## src/rtl/core/adaptive_gain_fade_smoother_assert.svh

```systemverilog
// ----------------------------------------------------------------------------
// Assertion macros for the adaptive gain fade smoother
// Shared concurrent assertion forms, clocked on clk and disabled in reset.
// ----------------------------------------------------------------------------
`ifndef ADAPTIVE_GAIN_FADE_SMOOTHER_ASSERT_SVH
`define ADAPTIVE_GAIN_FADE_SMOOTHER_ASSERT_SVH

// The consequent must hold in the same cycle as the antecedent.
`define AGFS_ASSERT(lbl, ante, cons, msg) \
	lbl: assert property (@(posedge clk) disable iff (!arst_n) (ante) |-> (cons)) \
		else $error(msg);

// The consequent must hold in the cycle after the antecedent.
`define AGFS_ASSERT_NEXT(lbl, ante, cons, msg) \
	lbl: assert property (@(posedge clk) disable iff (!arst_n) (ante) |=> (cons)) \
		else $error(msg);

`endif

```

## src/rtl/core/agfs_pkg.sv

```systemverilog
// ----------------------------------------------------------------------------
// agfs_pkg
// Types and fixed constants of the adaptive gain fade smoother.
// ----------------------------------------------------------------------------
package agfs_pkg;

	localparam int MGT_W  = 23;
	localparam int FT_W   = 17;
	localparam int RATE_W = 18;
	localparam int IDX_W  = 2;
	localparam int DATA_W = 23;

	localparam logic [IDX_W-1:0] REG_MAIN_GAIN = 2'd0;
	localparam logic [IDX_W-1:0] REG_FADE      = 2'd1;
	localparam logic [IDX_W-1:0] REG_RATE      = 2'd2;

	localparam logic [MGT_W-1:0]  MGT_RST  = 23'd65536;
	localparam logic [FT_W-1:0]   FT_RST   = 17'd65536;
	localparam logic [RATE_W-1:0] RATE_RST = 18'd44100;

	localparam int GAIN_W  = 32;
	localparam int FGAIN_W = 25;
	localparam int SLOW_W  = 28;
	localparam int FS_W    = 35;
	localparam int NUM_W   = 64;
	localparam int DEN_W   = 36;
	localparam int QUO_W   = 35;
	localparam int QCNT_W  = 6;
	localparam int PROD_W  = 64;
	localparam int GQ_W    = 33;
	localparam int MUL_A_W = 35;
	localparam int MUL_B_W = 33;
	localparam int Q_SHIFT = 24;
	localparam int SCL_W   = PROD_W - Q_SHIFT;
	localparam int DECAY_SHIFT = 42;

	localparam logic [SLOW_W-1:0] SLOW_MIN   = 28'd22937600;
	localparam logic [SLOW_W-1:0] SLOW_MAX   = 28'd163840000;
	localparam logic [SLOW_W-1:0] SLOW_STEP  = 28'd655;
	localparam logic [SLOW_W-1:0] DECAY_BIAS = 28'd9999;
	localparam logic [MUL_B_W-1:0] DECAY_RECIP = 33'd439804652;
	localparam logic [FT_W-1:0]   FADE_FLOOR = 17'd177;
	localparam logic [7:0]        FADE_MUL   = 8'd250;
	localparam logic [DEN_W-1:0]  UNITY_DEN  = 36'd65536;
	localparam logic [PROD_W-1:0] ROUND_HALF = 64'h0000_0000_0080_0000;
	localparam logic [PROD_W-1:0] UNITY_PROD = 64'h0001_0000_0000_0000;

	localparam logic [QCNT_W-1:0] Q_FSLOW = 6'd35;
	localparam logic [QCNT_W-1:0] Q_MAIN  = 6'd32;
	localparam logic [QCNT_W-1:0] Q_FADE  = 6'd25;

	typedef struct packed {
		logic [MGT_W-1:0]  main_gain_target;
		logic [FT_W-1:0]   fade_target;
		logic [RATE_W-1:0] sample_rate_hz;
	} cfg_t;

	typedef struct packed {
		logic              start;
		logic [NUM_W-1:0]  num;
		logic [DEN_W-1:0]  den;
		logic [QCNT_W-1:0] qbits;
	} div_req_t;

	typedef struct packed {
		logic             done;
		logic [QUO_W-1:0] quo;
	} div_rsp_t;

endpackage

```

## src/rtl/core/agfs_if.sv

```systemverilog
// ----------------------------------------------------------------------------
// agfs_if
// Valid/ready stream channels for samples in and gained samples out.
// ----------------------------------------------------------------------------
interface agfs_in_if #(parameter int SAMPLE_WIDTH = 24) ();
	logic                           valid;
	logic                           ready;
	logic signed [SAMPLE_WIDTH-1:0] sample_in;
	logic                           block_last;

	modport source (output valid, output sample_in, output block_last, input ready);
	modport sink (input valid, input sample_in, input block_last, output ready);
endinterface

interface agfs_out_if #(parameter int SAMPLE_WIDTH = 24) ();
	logic                           valid;
	logic                           ready;
	logic signed [SAMPLE_WIDTH-1:0] sample_out;

	modport source (output valid, output sample_out, input ready);
	modport sink (input valid, input sample_out, output ready);
endinterface

```

## src/rtl/core/adaptive_gain_fade_smoother.sv

```systemverilog
// ----------------------------------------------------------------------------
// adaptive_gain_fade_smoother
// Scales audio samples by a smoothed main gain times a smoothed fade gain.
// ----------------------------------------------------------------------------
// Channel     Dir  Payload                   Beat moves when
// sample_ch   in   sample_in, block_last     valid && ready
// result_ch   out  sample_out                valid && ready
// wr_*        in   wr_index, wr_data         wr_en
//
// A new sample is taken in only once the core is idle again; the shared
// divider yields one quotient bit per cycle for the fade slowness and
// both gain chases.
// Reset clears the gains, sets the slowness to 350 and restores the registers.
// A result waits in the output register while the next sample is taken in;
// the core stalls only if a second result finishes before the first is taken.
// ----------------------------------------------------------------------------
module adaptive_gain_fade_smoother #(
	parameter int SAMPLE_WIDTH = 24
) (
	input  logic                        clk,
	input  logic                        arst_n,
	agfs_in_if.sink                     sample_ch,
	agfs_out_if.source                  result_ch,
	input  logic                        wr_en,
	input  logic [agfs_pkg::IDX_W-1:0]  wr_index,
	input  logic [agfs_pkg::DATA_W-1:0] wr_data
);

	agfs_pkg::cfg_t           cfg;
	agfs_pkg::div_req_t       div_req;
	agfs_pkg::div_rsp_t       div_rsp;
	logic                     res_space;
	logic                     res_fire;
	logic signed [SAMPLE_WIDTH-1:0] res_sample;
	logic                     out_valid_q;
	logic signed [SAMPLE_WIDTH-1:0] out_sample_q;

	agfs_regs u_regs (
		.clk      (clk),
		.arst_n   (arst_n),
		.wr_en    (wr_en),
		.wr_index (wr_index),
		.wr_data  (wr_data),
		.cfg      (cfg)
	);

	agfs_div u_div (
		.clk    (clk),
		.arst_n (arst_n),
		.req    (div_req),
		.rsp    (div_rsp)
	);

	agfs_core #(
		.SAMPLE_WIDTH (SAMPLE_WIDTH)
	) u_core (
		.clk        (clk),
		.arst_n     (arst_n),
		.cfg        (cfg),
		.sample_ch  (sample_ch),
		.res_space  (res_space),
		.res_fire   (res_fire),
		.res_sample (res_sample),
		.div_req    (div_req),
		.div_rsp    (div_rsp)
	);

	assign res_space = !out_valid_q || result_ch.ready;

	always_ff @(posedge clk or negedge arst_n) begin
		if (!arst_n) begin
			out_valid_q <= 1'b0;
		end else if (res_fire) begin
			out_valid_q <= 1'b1;
		end else if (result_ch.ready) begin
			out_valid_q <= 1'b0;
		end
	end

	always_ff @(posedge clk) begin
		if (res_fire) begin
			out_sample_q <= res_sample;
		end
	end

	assign result_ch.valid      = out_valid_q;
	assign result_ch.sample_out = out_sample_q;

endmodule

```

## src/rtl/core/agfs_regs.sv

```systemverilog
// ----------------------------------------------------------------------------
// agfs_regs
// Configuration registers: main gain target, fade target and sample rate.
// ----------------------------------------------------------------------------
module agfs_regs (
	input  logic                         clk,
	input  logic                         arst_n,
	input  logic                         wr_en,
	input  logic [agfs_pkg::IDX_W-1:0]   wr_index,
	input  logic [agfs_pkg::DATA_W-1:0]  wr_data,
	output agfs_pkg::cfg_t               cfg
);

	agfs_pkg::cfg_t cfg_q;

	always_ff @(posedge clk or negedge arst_n) begin
		if (!arst_n) begin
			cfg_q.main_gain_target <= agfs_pkg::MGT_RST;
			cfg_q.fade_target      <= agfs_pkg::FT_RST;
			cfg_q.sample_rate_hz   <= agfs_pkg::RATE_RST;
		end else if (wr_en) begin
			case (wr_index)
				agfs_pkg::REG_MAIN_GAIN: begin
					cfg_q.main_gain_target <= wr_data[agfs_pkg::MGT_W-1:0];
				end
				agfs_pkg::REG_FADE: begin
					cfg_q.fade_target <= wr_data[agfs_pkg::FT_W-1:0];
				end
				agfs_pkg::REG_RATE: begin
					cfg_q.sample_rate_hz <= wr_data[agfs_pkg::RATE_W-1:0];
				end
				default: begin
				end
			endcase
		end
	end

	assign cfg = cfg_q;

endmodule

```

## src/rtl/core/agfs_div.sv

```systemverilog
// ----------------------------------------------------------------------------
// agfs_div
// Shared restoring divider, one quotient bit per cycle.
// ----------------------------------------------------------------------------
`include "adaptive_gain_fade_smoother_assert.svh"

module agfs_div (
	input  logic                clk,
	input  logic                arst_n,
	input  agfs_pkg::div_req_t  req,
	output agfs_pkg::div_rsp_t  rsp
);

	localparam int NUM_W  = agfs_pkg::NUM_W;
	localparam int DEN_W  = agfs_pkg::DEN_W;
	localparam int QUO_W  = agfs_pkg::QUO_W;
	localparam int QCNT_W = agfs_pkg::QCNT_W;

	logic              busy_q;
	logic              done_q;
	logic [QCNT_W-1:0] cnt_q;
	logic [DEN_W-1:0]  rem_q;
	logic [DEN_W-1:0]  den_q;
	logic [NUM_W-1:0]  low_q;
	logic [QUO_W-1:0]  quo_q;

	logic [DEN_W:0]    part;
	logic [DEN_W+1:0]  diff;
	logic              take;
	logic [NUM_W-1:0]  hi_load;
	logic [QCNT_W:0]   lsh;
	logic              last_step;

	assign part      = {rem_q, low_q[NUM_W-1]};
	assign diff      = {1'b0, part} - {2'b00, den_q};
	assign take      = !diff[DEN_W+1];
	assign hi_load   = req.num >> req.qbits;
	assign lsh       = (QCNT_W+1)'(NUM_W) - {1'b0, req.qbits};
	assign last_step = busy_q && (cnt_q == QCNT_W'(1));

	always_ff @(posedge clk or negedge arst_n) begin
		if (!arst_n) begin
			busy_q <= 1'b0;
			done_q <= 1'b0;
			cnt_q  <= '0;
		end else begin
			done_q <= 1'b0;
			if (req.start) begin
				busy_q <= 1'b1;
				cnt_q  <= req.qbits;
			end else if (busy_q) begin
				cnt_q <= cnt_q - QCNT_W'(1);
				if (last_step) begin
					busy_q <= 1'b0;
					done_q <= 1'b1;
				end
			end
		end
	end

	always_ff @(posedge clk) begin
		if (req.start) begin
			rem_q <= hi_load[DEN_W-1:0];
			den_q <= req.den;
			low_q <= req.num << lsh;
			quo_q <= '0;
		end else if (busy_q) begin
			rem_q <= take ? diff[DEN_W-1:0] : part[DEN_W-1:0];
			low_q <= {low_q[NUM_W-2:0], 1'b0};
			quo_q <= {quo_q[QUO_W-2:0], take};
		end
	end

	assign rsp.done = done_q;
	assign rsp.quo  = quo_q;

	`AGFS_ASSERT(a_div_start_idle, req.start, !busy_q, "divider started while busy")
	`AGFS_ASSERT(a_div_rem_bound, busy_q, rem_q < den_q, "partial remainder not below divisor")
	`AGFS_ASSERT_NEXT(a_div_finish, last_step && !req.start, done_q && !busy_q, "divider missed its finish")

endmodule

```

## src/rtl/core/agfs_core.sv

```systemverilog
// ----------------------------------------------------------------------------
// agfs_core
// Sequencer and datapath: slowness update, gain chasing and sample scaling.
// ----------------------------------------------------------------------------
`include "adaptive_gain_fade_smoother_assert.svh"

module agfs_core #(
	parameter int SAMPLE_WIDTH = 24
) (
	input  logic                           clk,
	input  logic                           arst_n,
	input  agfs_pkg::cfg_t                 cfg,
	agfs_in_if.sink                        sample_ch,
	input  logic                           res_space,
	output logic                           res_fire,
	output logic signed [SAMPLE_WIDTH-1:0] res_sample,
	output agfs_pkg::div_req_t             div_req,
	input  agfs_pkg::div_rsp_t             div_rsp
);

	localparam int GAIN_W  = agfs_pkg::GAIN_W;
	localparam int FGAIN_W = agfs_pkg::FGAIN_W;
	localparam int SLOW_W  = agfs_pkg::SLOW_W;
	localparam int FS_W    = agfs_pkg::FS_W;
	localparam int NUM_W   = agfs_pkg::NUM_W;
	localparam int DEN_W   = agfs_pkg::DEN_W;
	localparam int PROD_W  = agfs_pkg::PROD_W;
	localparam int GQ_W    = agfs_pkg::GQ_W;
	localparam int MUL_A_W = agfs_pkg::MUL_A_W;
	localparam int MUL_B_W = agfs_pkg::MUL_B_W;
	localparam int SCL_W   = agfs_pkg::SCL_W;
	localparam int Q_SHIFT = agfs_pkg::Q_SHIFT;
	localparam logic [SLOW_W-1:0] SMIN = agfs_pkg::SLOW_MIN;
	localparam logic [SLOW_W-1:0] SMAX = agfs_pkg::SLOW_MAX;
	localparam logic [SCL_W-1:0] HALF  = SCL_W'(1) << (SAMPLE_WIDTH - 1);

	localparam logic [3:0] S_IDLE    = 4'd0;
	localparam logic [3:0] S_START   = 4'd1;
	localparam logic [3:0] S_D_MUL   = 4'd2;
	localparam logic [3:0] S_D_UPD   = 4'd3;
	localparam logic [3:0] S_F_GO    = 4'd4;
	localparam logic [3:0] S_F_WAIT  = 4'd5;
	localparam logic [3:0] S_MUL_M   = 4'd6;
	localparam logic [3:0] S_MC_GO   = 4'd7;
	localparam logic [3:0] S_MC_WAIT = 4'd8;
	localparam logic [3:0] S_MUL_F   = 4'd9;
	localparam logic [3:0] S_FC_GO   = 4'd10;
	localparam logic [3:0] S_FC_WAIT = 4'd11;
	localparam logic [3:0] S_MUL_G   = 4'd12;
	localparam logic [3:0] S_ROUND   = 4'd13;
	localparam logic [3:0] S_MUL_S   = 4'd14;
	localparam logic [3:0] S_FIN     = 4'd15;

	logic [3:0]                state_q;
	logic                      started_q;
	logic                      blk_start_q;
	logic [SLOW_W-1:0]         slow_q;
	logic [agfs_pkg::MGT_W-1:0] last_tgt_q;
	logic [GAIN_W-1:0]         main_g_q;
	logic [FGAIN_W-1:0]        fade_g_q;

	logic [SAMPLE_WIDTH-1:0]   sample_q;
	logic                      last_q;
	logic [FS_W-1:0]           fs_q;
	logic [PROD_W-1:0]         prod_q;
	logic [GQ_W-1:0]           gq_q;
	logic                      unity_q;

	logic                      accept;
	logic                      chg;
	logic [SLOW_W:0]           dbl;
	logic [SLOW_W-1:0]         capped;
	logic [agfs_pkg::MGT_W-1:0] tgt_new;
	logic [SLOW_W-1:0]         decay;
	logic [SLOW_W-1:0]         slow_next;
	logic [agfs_pkg::FT_W-1:0] ftc;
	logic [DEN_W-1:0]          den_m;
	logic [DEN_W-1:0]          den_f;
	logic [MUL_A_W-1:0]        mul_a;
	logic [MUL_B_W-1:0]        mul_b;
	logic [MUL_A_W+MUL_B_W-1:0] mul_p;
	logic                      neg;
	logic [SAMPLE_WIDTH-1:0]   mag;
	logic [PROD_W-1:0]         rnd;
	logic [SCL_W-1:0]          scaled;
	logic [SCL_W-1:0]          pos_mag;
	logic [SCL_W-1:0]          neg_mag;
	logic [SAMPLE_WIDTH-1:0]   res_u;

	assign sample_ch.ready = (state_q == S_IDLE);
	assign accept          = sample_ch.valid && (state_q == S_IDLE);

	assign chg     = (cfg.main_gain_target != last_tgt_q);
	assign dbl     = chg ? {slow_q, 1'b0} : {1'b0, slow_q};
	assign capped  = (dbl > {1'b0, SMAX}) ? SMAX : dbl[SLOW_W-1:0];
	assign tgt_new = chg ? cfg.main_gain_target : last_tgt_q;

	// The reciprocal product gives the quotient by 10000 rounded up, so the
	// difference is the slowness times 0.9999, truncated.
	assign decay     = slow_q - SLOW_W'(prod_q[PROD_W-1:agfs_pkg::DECAY_SHIFT]);
	assign slow_next = (decay < SMIN + agfs_pkg::SLOW_STEP) ? SMIN
		: decay - agfs_pkg::SLOW_STEP;

	assign ftc   = (cfg.fade_target < agfs_pkg::FADE_FLOOR) ? agfs_pkg::FADE_FLOOR
		: cfg.fade_target;
	assign den_m = DEN_W'(slow_q) + agfs_pkg::UNITY_DEN;
	assign den_f = DEN_W'(fs_q) + agfs_pkg::UNITY_DEN;

	always_comb begin
		div_req = '0;
		case (state_q)
			S_F_GO: begin
				div_req.start = 1'b1;
				div_req.num   = NUM_W'({cfg.sample_rate_hz, 32'h0});
				div_req.den   = DEN_W'(ftc) * DEN_W'(agfs_pkg::FADE_MUL);
				div_req.qbits = agfs_pkg::Q_FSLOW;
			end
			S_MC_GO: begin
				div_req.start = 1'b1;
				div_req.num   = prod_q + NUM_W'({last_tgt_q, 24'h0}) + NUM_W'(den_m >> 1);
				div_req.den   = den_m;
				div_req.qbits = agfs_pkg::Q_MAIN;
			end
			S_FC_GO: begin
				div_req.start = 1'b1;
				div_req.num   = prod_q + NUM_W'({cfg.fade_target, 24'h0})
					+ NUM_W'(den_f >> 1);
				div_req.den   = den_f;
				div_req.qbits = agfs_pkg::Q_FADE;
			end
			default: begin
			end
		endcase
	end

	assign neg = sample_q[SAMPLE_WIDTH-1];
	assign mag = neg ? (~sample_q + 1'b1) : sample_q;

	always_comb begin
		mul_a = '0;
		mul_b = '0;
		case (state_q)
			S_D_MUL: begin
				mul_a = MUL_A_W'(slow_q) + MUL_A_W'(agfs_pkg::DECAY_BIAS);
				mul_b = agfs_pkg::DECAY_RECIP;
			end
			S_MUL_M: begin
				mul_a = MUL_A_W'(main_g_q);
				mul_b = MUL_B_W'(slow_q);
			end
			S_MUL_F: begin
				mul_a = fs_q;
				mul_b = MUL_B_W'(fade_g_q);
			end
			S_MUL_G: begin
				mul_a = MUL_A_W'(main_g_q);
				mul_b = MUL_B_W'(fade_g_q);
			end
			S_MUL_S: begin
				mul_a = MUL_A_W'(mag);
				mul_b = gq_q;
			end
			default: begin
			end
		endcase
	end

	assign mul_p = mul_a * mul_b;

	assign rnd     = prod_q + agfs_pkg::ROUND_HALF;
	assign scaled  = rnd[Q_SHIFT +: SCL_W];
	assign pos_mag = (scaled > HALF - SCL_W'(1)) ? HALF - SCL_W'(1) : scaled;
	assign neg_mag = (scaled > HALF) ? HALF : scaled;
	assign res_u   = unity_q ? sample_q
		: (neg ? (~neg_mag[SAMPLE_WIDTH-1:0] + 1'b1) : pos_mag[SAMPLE_WIDTH-1:0]);

	assign res_fire   = (state_q == S_FIN) && res_space;
	assign res_sample = signed'(res_u);

	always_ff @(posedge clk or negedge arst_n) begin
		if (!arst_n) begin
			state_q     <= S_IDLE;
			started_q   <= 1'b0;
			blk_start_q <= 1'b1;
			slow_q      <= SMIN;
			last_tgt_q  <= '0;
			main_g_q    <= '0;
			fade_g_q    <= '0;
		end else begin
			case (state_q)
				S_IDLE: begin
					if (accept) begin
						state_q <= S_START;
					end
				end
				S_START: begin
					if (blk_start_q) begin
						slow_q     <= capped;
						last_tgt_q <= tgt_new;
						if (!started_q) begin
							main_g_q  <= GAIN_W'({tgt_new, 8'h00});
							fade_g_q  <= {cfg.fade_target, 8'h00};
							started_q <= 1'b1;
						end
					end
					state_q <= S_D_MUL;
				end
				S_D_MUL: begin
					state_q <= S_D_UPD;
				end
				S_D_UPD: begin
					slow_q  <= slow_next;
					state_q <= S_F_GO;
				end
				S_F_GO: begin
					state_q <= S_F_WAIT;
				end
				S_F_WAIT: begin
					if (div_rsp.done) begin
						state_q <= S_MUL_M;
					end
				end
				S_MUL_M: begin
					state_q <= S_MC_GO;
				end
				S_MC_GO: begin
					state_q <= S_MC_WAIT;
				end
				S_MC_WAIT: begin
					if (div_rsp.done) begin
						main_g_q <= div_rsp.quo[GAIN_W-1:0];
						state_q  <= S_MUL_F;
					end
				end
				S_MUL_F: begin
					state_q <= S_FC_GO;
				end
				S_FC_GO: begin
					state_q <= S_FC_WAIT;
				end
				S_FC_WAIT: begin
					if (div_rsp.done) begin
						fade_g_q <= div_rsp.quo[FGAIN_W-1:0];
						state_q  <= S_MUL_G;
					end
				end
				S_MUL_G: begin
					state_q <= S_ROUND;
				end
				S_ROUND: begin
					state_q <= S_MUL_S;
				end
				S_MUL_S: begin
					state_q <= S_FIN;
				end
				S_FIN: begin
					if (res_space) begin
						blk_start_q <= last_q;
						state_q     <= S_IDLE;
					end
				end
				default: begin
					state_q <= S_IDLE;
				end
			endcase
		end
	end

	always_ff @(posedge clk) begin
		if (accept) begin
			sample_q <= sample_ch.sample_in;
			last_q   <= sample_ch.block_last;
		end
		if ((state_q == S_F_WAIT) && div_rsp.done) begin
			fs_q <= div_rsp.quo[FS_W-1:0];
		end
		if ((state_q == S_D_MUL) || (state_q == S_MUL_M) || (state_q == S_MUL_F)
			|| (state_q == S_MUL_G) || (state_q == S_MUL_S)) begin
			prod_q <= mul_p[PROD_W-1:0];
		end
		if (state_q == S_ROUND) begin
			gq_q    <= rnd[Q_SHIFT +: GQ_W];
			unity_q <= (prod_q == agfs_pkg::UNITY_PROD);
		end
	end

	`AGFS_ASSERT(a_slow_range, 1'b1, (slow_q >= SMIN) && (slow_q <= SMAX), "slowness out of range")
	`AGFS_ASSERT(a_gains_started, state_q > S_START, started_q, "gains not loaded")
	`AGFS_ASSERT(a_main_gain_bound, 1'b1, !main_g_q[GAIN_W-1], "main gain reached its top bit")

endmodule

```

## src/flat_wrapper.sv

```systemverilog
// flat-port wrapper written by rule: the top's interface ports become plain ports
module adaptive_gain_fade_smoother_flat 
#(
	parameter int SAMPLE_WIDTH = 24
)
  (clk, arst_n, wr_en, wr_index, wr_data, sample_ch_valid, sample_ch_sample_in, sample_ch_block_last, sample_ch_ready, result_ch_valid, result_ch_sample_out, result_ch_ready);
  agfs_in_if #(.SAMPLE_WIDTH(SAMPLE_WIDTH)) sample_ch_i ();
  agfs_out_if #(.SAMPLE_WIDTH(SAMPLE_WIDTH)) result_ch_i ();
  input  logic clk;
  input  logic arst_n;
  input  logic wr_en;
  input  logic [agfs_pkg::IDX_W-1:0] wr_index;
  input  logic [agfs_pkg::DATA_W-1:0] wr_data;
  input wire logic [$bits(sample_ch_i.valid)-1:0] sample_ch_valid;
  input wire logic [$bits(sample_ch_i.sample_in)-1:0] sample_ch_sample_in;
  input wire logic [$bits(sample_ch_i.block_last)-1:0] sample_ch_block_last;
  output wire logic [$bits(sample_ch_i.ready)-1:0] sample_ch_ready;
  output wire logic [$bits(result_ch_i.valid)-1:0] result_ch_valid;
  output wire logic [$bits(result_ch_i.sample_out)-1:0] result_ch_sample_out;
  input wire logic [$bits(result_ch_i.ready)-1:0] result_ch_ready;
  assign sample_ch_i.valid = sample_ch_valid;
  assign sample_ch_i.sample_in = sample_ch_sample_in;
  assign sample_ch_i.block_last = sample_ch_block_last;
  assign sample_ch_ready = sample_ch_i.ready;
  assign result_ch_valid = result_ch_i.valid;
  assign result_ch_sample_out = result_ch_i.sample_out;
  assign result_ch_i.ready = result_ch_ready;
  adaptive_gain_fade_smoother #(.SAMPLE_WIDTH(SAMPLE_WIDTH)) u_core (.clk(clk), .arst_n(arst_n), .sample_ch(sample_ch_i), .result_ch(result_ch_i), .wr_en(wr_en), .wr_index(wr_index), .wr_data(wr_data));
endmodule
```

## config.mk

```make
export PLATFORM = sky130hd
export DESIGN_NAME = adaptive_gain_fade_smoother_flat
export DESIGN_NICKNAME = d
export VERILOG_FILES = /design/src/rtl/core/agfs_pkg.sv /design/src/rtl/core/agfs_if.sv /design/src/rtl/core/adaptive_gain_fade_smoother.sv /design/src/rtl/core/agfs_regs.sv /design/src/rtl/core/agfs_div.sv /design/src/rtl/core/agfs_core.sv /design/src/flat_wrapper.sv
export VERILOG_INCLUDE_DIRS = /design/src /design/src/rtl/core
export SDC_FILE = /design/constraint.sdc
export NUM_CORES = 2
export LEC_CHECK = 0
export BUFFER_PORTS_ARGS = -buffer_cell sky130_fd_sc_hd__buf_4
export CORE_UTILIZATION = 40
export CTS_CLUSTER_SIZE = 16
export DETAILED_ROUTE_END_ITERATION = 12
export GPL_ROUTABILITY_DRIVEN = 0
export PLACE_DENSITY = 0.55
export SYNTH_ARGS = -nofsm -noshare
export SYNTH_HDL_FRONTEND = slang
export SYNTH_SLANG_ARGS = --single-unit
```

## constraint.sdc

```tcl
create_clock -name clk -period 10.2 [get_ports clk]
set_input_delay 1.53 -clock clk [delete_from_list [all_inputs] [get_ports clk]]
set_output_delay 1.53 -clock clk [all_outputs]
set_load 0.05 [all_outputs]
```

# ---- Word-level counts from Yosys, hierarchy flattened
# Cells that the tools add are included.
dict set report op_classes {
  n_addsub 15
  multipliers 2
  div_mod_pow 0
  order_cmp 5
  n_eq_ne 27
  shifts 2
  mux 44
  bitwise_logic 2
  reduce_logical 29
}
# op count
set op_table {}
lappend op_table {{107-bit one-hot mux with 3 select lines} 1}
lappend op_table {{35-bit one-hot mux with 4 select lines} 1}
lappend op_table {{33-bit one-hot mux with 4 select lines} 1}
lappend op_table {{64-bit two-way mux} 2}
lappend op_table {{24-bit two-way mux} 5}
lappend op_table {{36-bit two-way mux} 3}
lappend op_table {{32-bit two-way mux} 3}
lappend op_table {{28-bit two-way mux} 3}
lappend op_table {{25-bit two-way mux} 3}
lappend op_table {{64-bit by 24-bit adder with 64-bit output, second input constant} 1}
lappend op_table {{64-bit by 28-bit adder with 64-bit output} 1}
lappend op_table {{64-bit by 35-bit adder with 64-bit output} 1}
lappend op_table {{64-bit by 41-bit adder with 64-bit output} 1}
lappend op_table {{64-bit by 47-bit adder with 64-bit output} 1}
lappend op_table {{64-bit by 49-bit == test with 1-bit output, second input constant} 1}
lappend op_table {{35-bit by 33-bit multiplier with 64-bit output} 1}
lappend op_table {{32-bit one-hot mux with 2 select lines} 1}
lappend op_table {{4-bit one-hot mux with 16 select lines} 1}
lappend op_table {{64-bit by 7-bit left shift with 64-bit output} 1}
lappend op_table {{64-bit by 6-bit right shift with 36-bit output} 1}
lappend op_table {{28-bit one-hot mux with 2 select lines} 1}
lappend op_table {{25-bit one-hot mux with 2 select lines} 1}
lappend op_table {{24-bit by 1-bit adder with 24-bit output, second input constant} 2}
lappend op_table {{24-bit NOT} 2}
lappend op_table {{other kinds (40)} 87}
dict set report totals {
  regBits 534
  latchBits 0
  ram_bits 0
  mem_bits_ro 0
  in_bits 55
  output_inout_bits 26
  wordCells 151
  n_memories 0
}

# ---- Depth between registers and ports, before layout
dict set report depth {
  depth_word 7
  depth_mapped 42
  ltp_nobuf 40
}

# ---- Hierarchy
# A second synthesis with hierarchy kept.
dict set report hier_totals {
  hier_cells 9127
  area_unflattened_um2 82014.9
}
# mod n_inst cells_each area_each_um2 seq_area_each_um2
set by_module_without_submodules {}
lappend by_module_without_submodules {agfs_core 1 7226 62804.0 7606.0}
lappend by_module_without_submodules {agfs_div 1 1751 16261.8 4984.8}
lappend by_module_without_submodules {agfs_regs 1 123 2180.8 1461.4}
lappend by_module_without_submodules {adaptive_gain_fade_smoother 1 27 768.2 745.7}

# ---- Least setup slack after synthesis
# Ideal clock, no wire load.
dict set report synth_path {
  path_type {register to register}
  from {reg u_core.u_core.slow_q[4]}
  to {reg u_core.u_core.prod_q[60] (data pin)}
  setup_time_ns 0.260
  t_arrival_ns 9.672
  required_time_ns 9.940
  slack_ns 0.268
  path_stages_with_launch 41
  n_path_buf 2
  synth_period_minus_slack_ns 9.932
  cell_sequence {dfrtp_1 -> clkbuf_1 -> nand4_1 -> o21ai_0 -> and3_1 -> or2_2 -> nor2b_1 -> inv_1 -> nor3_1 -> nand3_1 -> xor2_1 -> nor2_1 -> a221oi_1 -> clkbuf_1 -> nor2_1 -> fa_1 -> inv_1 -> fa_1 -> [... 5 more ...] -> fa_1 -> fa_1 -> fa_1 -> inv_1 -> fa_1 -> inv_1 -> ha_1 -> nand3_1 -> or4_1 -> o22ai_1 -> o31ai_1 -> nand2_1 -> o211a_1 -> nor3_1 -> o41ai_1 -> a21oi_1 -> o21ba_2 -> xnor2_1}
}
dict set report synth_between {
  elab_chain_len 3
  word_cells_on_any_way 4
  cone_classes {add/sub (1); mul (1); mux (2)}
}
# item line
set synth_rtl {}
lappend synth_rtl {{from (decl)} agfs_core.sv:57} ;# logic [SLOW_W-1:0] slow_q;
lappend synth_rtl {{from (signal assigned)} agfs_core.sv:198} ;# slow_q <= capped;
lappend synth_rtl {{from (signal assigned)} agfs_core.sv:212} ;# slow_q <= slow_next;
lappend synth_rtl {{28-bit by 14-bit adder with 29-bit output} agfs_core.sv:144} ;# mul_a = MUL_A_W'(slow_q) + MUL_A_W'(agfs_pkg::DECAY_BIAS);
lappend synth_rtl {{35-bit one-hot mux with 4 select lines} agfs_core.sv:142} ;# case (state_q)
lappend synth_rtl {{35-bit by 33-bit multiplier with 64-bit output *} agfs_core.sv:168} ;# assign mul_p = mul_a * mul_b;
lappend synth_rtl {{net u_core.u_core.mul_p[60]} agfs_core.sv:81} ;# logic [MUL_A_W+MUL_B_W-1:0] mul_p;
lappend synth_rtl {{to (signal assigned)} agfs_core.sv:279} ;# prod_q <= mul_p[PROD_W-1:0];
lappend synth_rtl {{to (decl)} agfs_core.sv:65} ;# logic [PROD_W-1:0] prod_q;
# The timed path passes the listed nets; every way through them passes the cells marked *.
# A chain may end at the register's enable or synchronous reset.

# ---- Worst setup path after layout
dict set report layout_path {
  from {reg u_core.u_core.slow_q[17]}
  to {reg u_core.u_core.prod_q[61] (data pin)}
}
# Same word-level chain as after synthesis.

==> impl_metrics.env <==
export IMPL_status="finished clean"
export IMPL_r2r_end="u_core.u_core.prod_q[61]$_DFFE_PP_"
export IMPL_layout_commonest_cell="inv_1"
export IMPL_die_x_um=432
export IMPL_min_delay_start="u_core.u_div.quo_q[34]$_SDFFE_PN0P_"
export IMPL_crit_arrival_ns=10.39
export IMPL_drc_errors=0
export IMPL_drt_pass1_iterations=9
export IMPL_period_share_pct=98.0
export IMPL_core_um2=183000
export IMPL_fin_crit_ns=9.99
export IMPL_crit_path_top_delay_cell="dfstp_2"
export IMPL_dieHeight_um=432
export IMPL_slew_viol_final=0
export IMPL_grt_start_max_net_pins=78
export IMPL_p_per_area_nw_per_um2=140
export IMPL_synth_flop_cell="edfxtp_1"
export IMPL_timing_reg2reg_setup_slack_ns=0.21
export IMPL_portBuffers=80
export IMPL_grt_pass1_vias=62672
export IMPL_worstHoldPathCells=0
export IMPL_track_usage_pct=31.2
export IMPL_routed_wl_um=291000
export IMPL_clk_insertion_delay_late_ns=0.69
export IMPL_grt_pass1_wl_um=423000
export IMPL_hold_path_class="register to register"
export IMPL_ios=81
export IMPL_holdPathEnd="u_core.u_core.fs_q[34]$_DFFE_PP_"
export IMPL_stdcell_count=11017
export IMPL_cts_tree="yes"
export IMPL_synth_area_um2=74100
export IMPL_drtIter0Drc=6846
export IMPL_peakVddDrop_mv=0.426
export IMPL_clk_pin_slew_ns=0.06
export IMPL_reg2reg_depth=37
export IMPL_nets=10153
export IMPL_area_growth_syn_to_layout_pct=13.7
export IMPL_fin_skew_ns=0.0530
export IMPL_hold_buffers=0
export IMPL_syn_inst=8144
export IMPL_dieArea_um2=187000
export IMPL_p_total_uw=11800
export IMPL_htree_levels=3
export IMPL_async_flop_share_pct=33.9
export IMPL_hold_viol=0
export IMPL_p_leak_uw=0.0395
export IMPL_vias=63213
export IMPL_fin_tns_setup_ns=0
export IMPL_yosys_warnings=0
export IMPL_antenna_left=0
export IMPL_cpPeakStageDelay_ns=0.68
export IMPL_pre_cts_ws_ns=-0.541
export IMPL_clock_path_buffers=3
export IMPL_rows=157
export IMPL_max_freq_mhz=100
export IMPL_slew_headroom_pct=12.1
export IMPL_clockRootBuffer="clkbuf_16"
export IMPL_synth_cell_types=105
export IMPL_antenna_found_initial=22
export IMPL_vias_per_cell=5.74
export IMPL_required_ns=10.60
export IMPL_ys_ff_latch=534
export IMPL_initial_core_util_pct=40.4
export IMPL_final_cell_mix="inv_1, fa_1, nand2_1, nor2_1, buf_4"
export IMPL_fin_ws_ns=0.206
export IMPL_worst_path_most_repeated_cell="fa_1"
export IMPL_drv_cap=0
export IMPL_start_kind="register"
export IMPL_drive_gt1_share_pct=12.3
export IMPL_tightestPinTransition_ns=1.32
export IMPL_reg2reg_from="u_core.u_core.slow_q[17]$_DFFE_PN1P_"
export IMPL_grt_remaining_overflow=0
export IMPL_setup_viol=0
export IMPL_cts_num_sinks=534
export IMPL_fillCellCount=17931
export IMPL_crit_fanout=13
export IMPL_synth_area_per_cell_um2=9.09
export IMPL_end_kind="register"
export IMPL_hpwl_um=240000
export IMPL_ys_seq_area_share_pct=20.0
export IMPL_critPathKind="register to register"
export IMPL_cts_inserted_buffers=67
export IMPL_synth_edf_count=318
export IMPL_place_inst=10864
export IMPL_wire_per_inst_um=26.4
==> report_power, final <==
part	switching, µW	internal, µW	leakage (µW)
clock	1100	1510	0.00113
sequential	208	2530	0.00560
combinational	3830	2560	0.0328
==> layer usage <==
layer  GRT usage [%]  wire (µm)
met5               0        100
met4            19.8      21800
met3            6.57      29300
met2            46.0     124000
met1            41.7     116000
==> worst max-delay path, delay by kind of cell (launching register included) <==
kind	cells	cell delay [ns]
fa+ha+maj	10	4.64
compound gates	10	1.68
simple gates	6	1.33
buf+inv	10	1.18
flops	1	0.68
xor+xnor	1	0.16
==> kinds of logic after synthesis <==
family / Yosys count / synth area share, %
simple gates: 2428 / 14.4
flops: 534 / 20.0
xor+xnor: 395 / 4.67
buf+inv: 1747 / 8.94
mux: 173 / 2.50
compound gates: 1253 / 11.2
fa+ha+maj: 1612 / 38.3
other cells: 2 / 0.0101
==> area by class of cell <==
class                      count  area (µm²)  share of cell area [%]
sequential                   534       14800                    17.6
timing repair buffer         633        5240                    6.23
tap                         2464        3080                    3.66
multi-input combinational   5911       53700                    63.8
clock buffer                  92        1870                    2.22
clock inverter                32         460                   0.547
antenna                       12        30.0                  0.0357
inverter                    1339        5030                    5.97
==> timing repair <==
| action | CTS | global route |
|---|---|---|
| gates cloned | 0 | 0 |
| setup buffers | 1 | 17 |
| gates resized for setup | 27 | 123 |
| pin swaps | 2 | 58 |
| endpoints found under the setup margin | 15 | 21 |
==> sequential cells by signal (all words and copies together) (netlist names), 23 cells and up <==
signal / cells
u_core.u_regs.cfg: 58
u_core.u_core.fs_q: 35
u_core.u_core.last_tgt_q: 23
u_core.result_ch.sample_out: 24
u_core.u_core.prod_q: 64
u_core.u_core.fade_g_q: 25
u_core.u_core.main_g_q: 32
u_core.u_core.gq_q: 33
u_core.u_div.low_q: 64
u_core.u_div.den_q: 36
u_core.u_core.sample_q: 24
u_core.u_core.slow_q: 28
u_core.u_div.quo_q: 35
u_core.u_div.rem_q: 36
==> stage by stage <==
stage	hold slack (ns)	util (%)	instance area, µm²
final	0.435	45.9	84200
after global routing	0.446	45.9	84200
after CTS	0.437	45.5	83500
after detailed placement	0.423	44.1	81000
after global placement	0.415	44.1	81000
after floorplan	0.408	-	74200
==> how the worst max path moves through the flow <==
stage	startpoint	to	slack, ns	cells after the start
final	u_core.u_core.slow_q[17]$_DFFE_PN1P_	u_core.u_core.prod_q[61]$_DFFE_PP_	0.21	37
after global routing	u_core.u_core.sample_q[2]$_DFFE_PP_	u_core.u_core.prod_q[62]$_DFFE_PP_	-0.07	42
after global placement	u_core.u_core.slow_q[5]$_DFFE_PN0P_	u_core.u_core.prod_q[60]$_DFFE_PP_	-0.61	45
after floorplan	u_core.u_core.slow_q[4]$_DFFE_PN0P_	u_core.u_core.prod_q[60]$_DFFE_PP_	0.27	40
after CTS	u_core.u_core.slow_q[0]$_DFFE_PN0P_	u_core.u_core.prod_q[62]$_DFFE_PP_	0.003	45
after detailed placement	u_core.u_core.slow_q[4]$_DFFE_PN0P_	u_core.u_core.prod_q[60]$_DFFE_PP_	-0.54	43
==> synthesized netlist by cell type, types with 12 or more instances <==
master,instances,area (µm²)
and2_1,38,238
dfstp_2,15,394
dfrtp_1,166,4150
a211oi_1,43,323
nor2b_1,36,225
o21ai_0,284,1420
edfxtp_1,318,9550
o22ai_1,27,169
o21a_1,41,308
and3_1,62,388
mux2i_1,79,791
a22oi_1,85,638
o211ai_1,24,180
nand3_1,130,651
fa_1,1092,21900
dfxtp_1,35,701
clkbuf_1,364,1370
buf_1,26,97.6
ha_1,520,6510
mux2_2,94,1060
a221oi_1,27,236
inv_1,1334,5010
or2_2,13,81.3
o31ai_1,28,210
and4_1,26,228
nor4_1,51,319
nand4_1,67,419
a222oi_1,12,120
nand2_1,915,3430
a221o_1,12,120
a21o_1,131,983
xnor2_1,256,2240
o21bai_1,32,240
a21oi_1,259,1300
or3_1,18,113
nand2b_1,45,282
nor2_1,870,3270
o221ai_1,19,166
a31oi_1,54,338
a211o_1,15,131
xor2_1,139,1220
o21ai_1,35,175
a22o_1,14,123
nor3_1,90,450
Power figures use the tool's default switching activity.
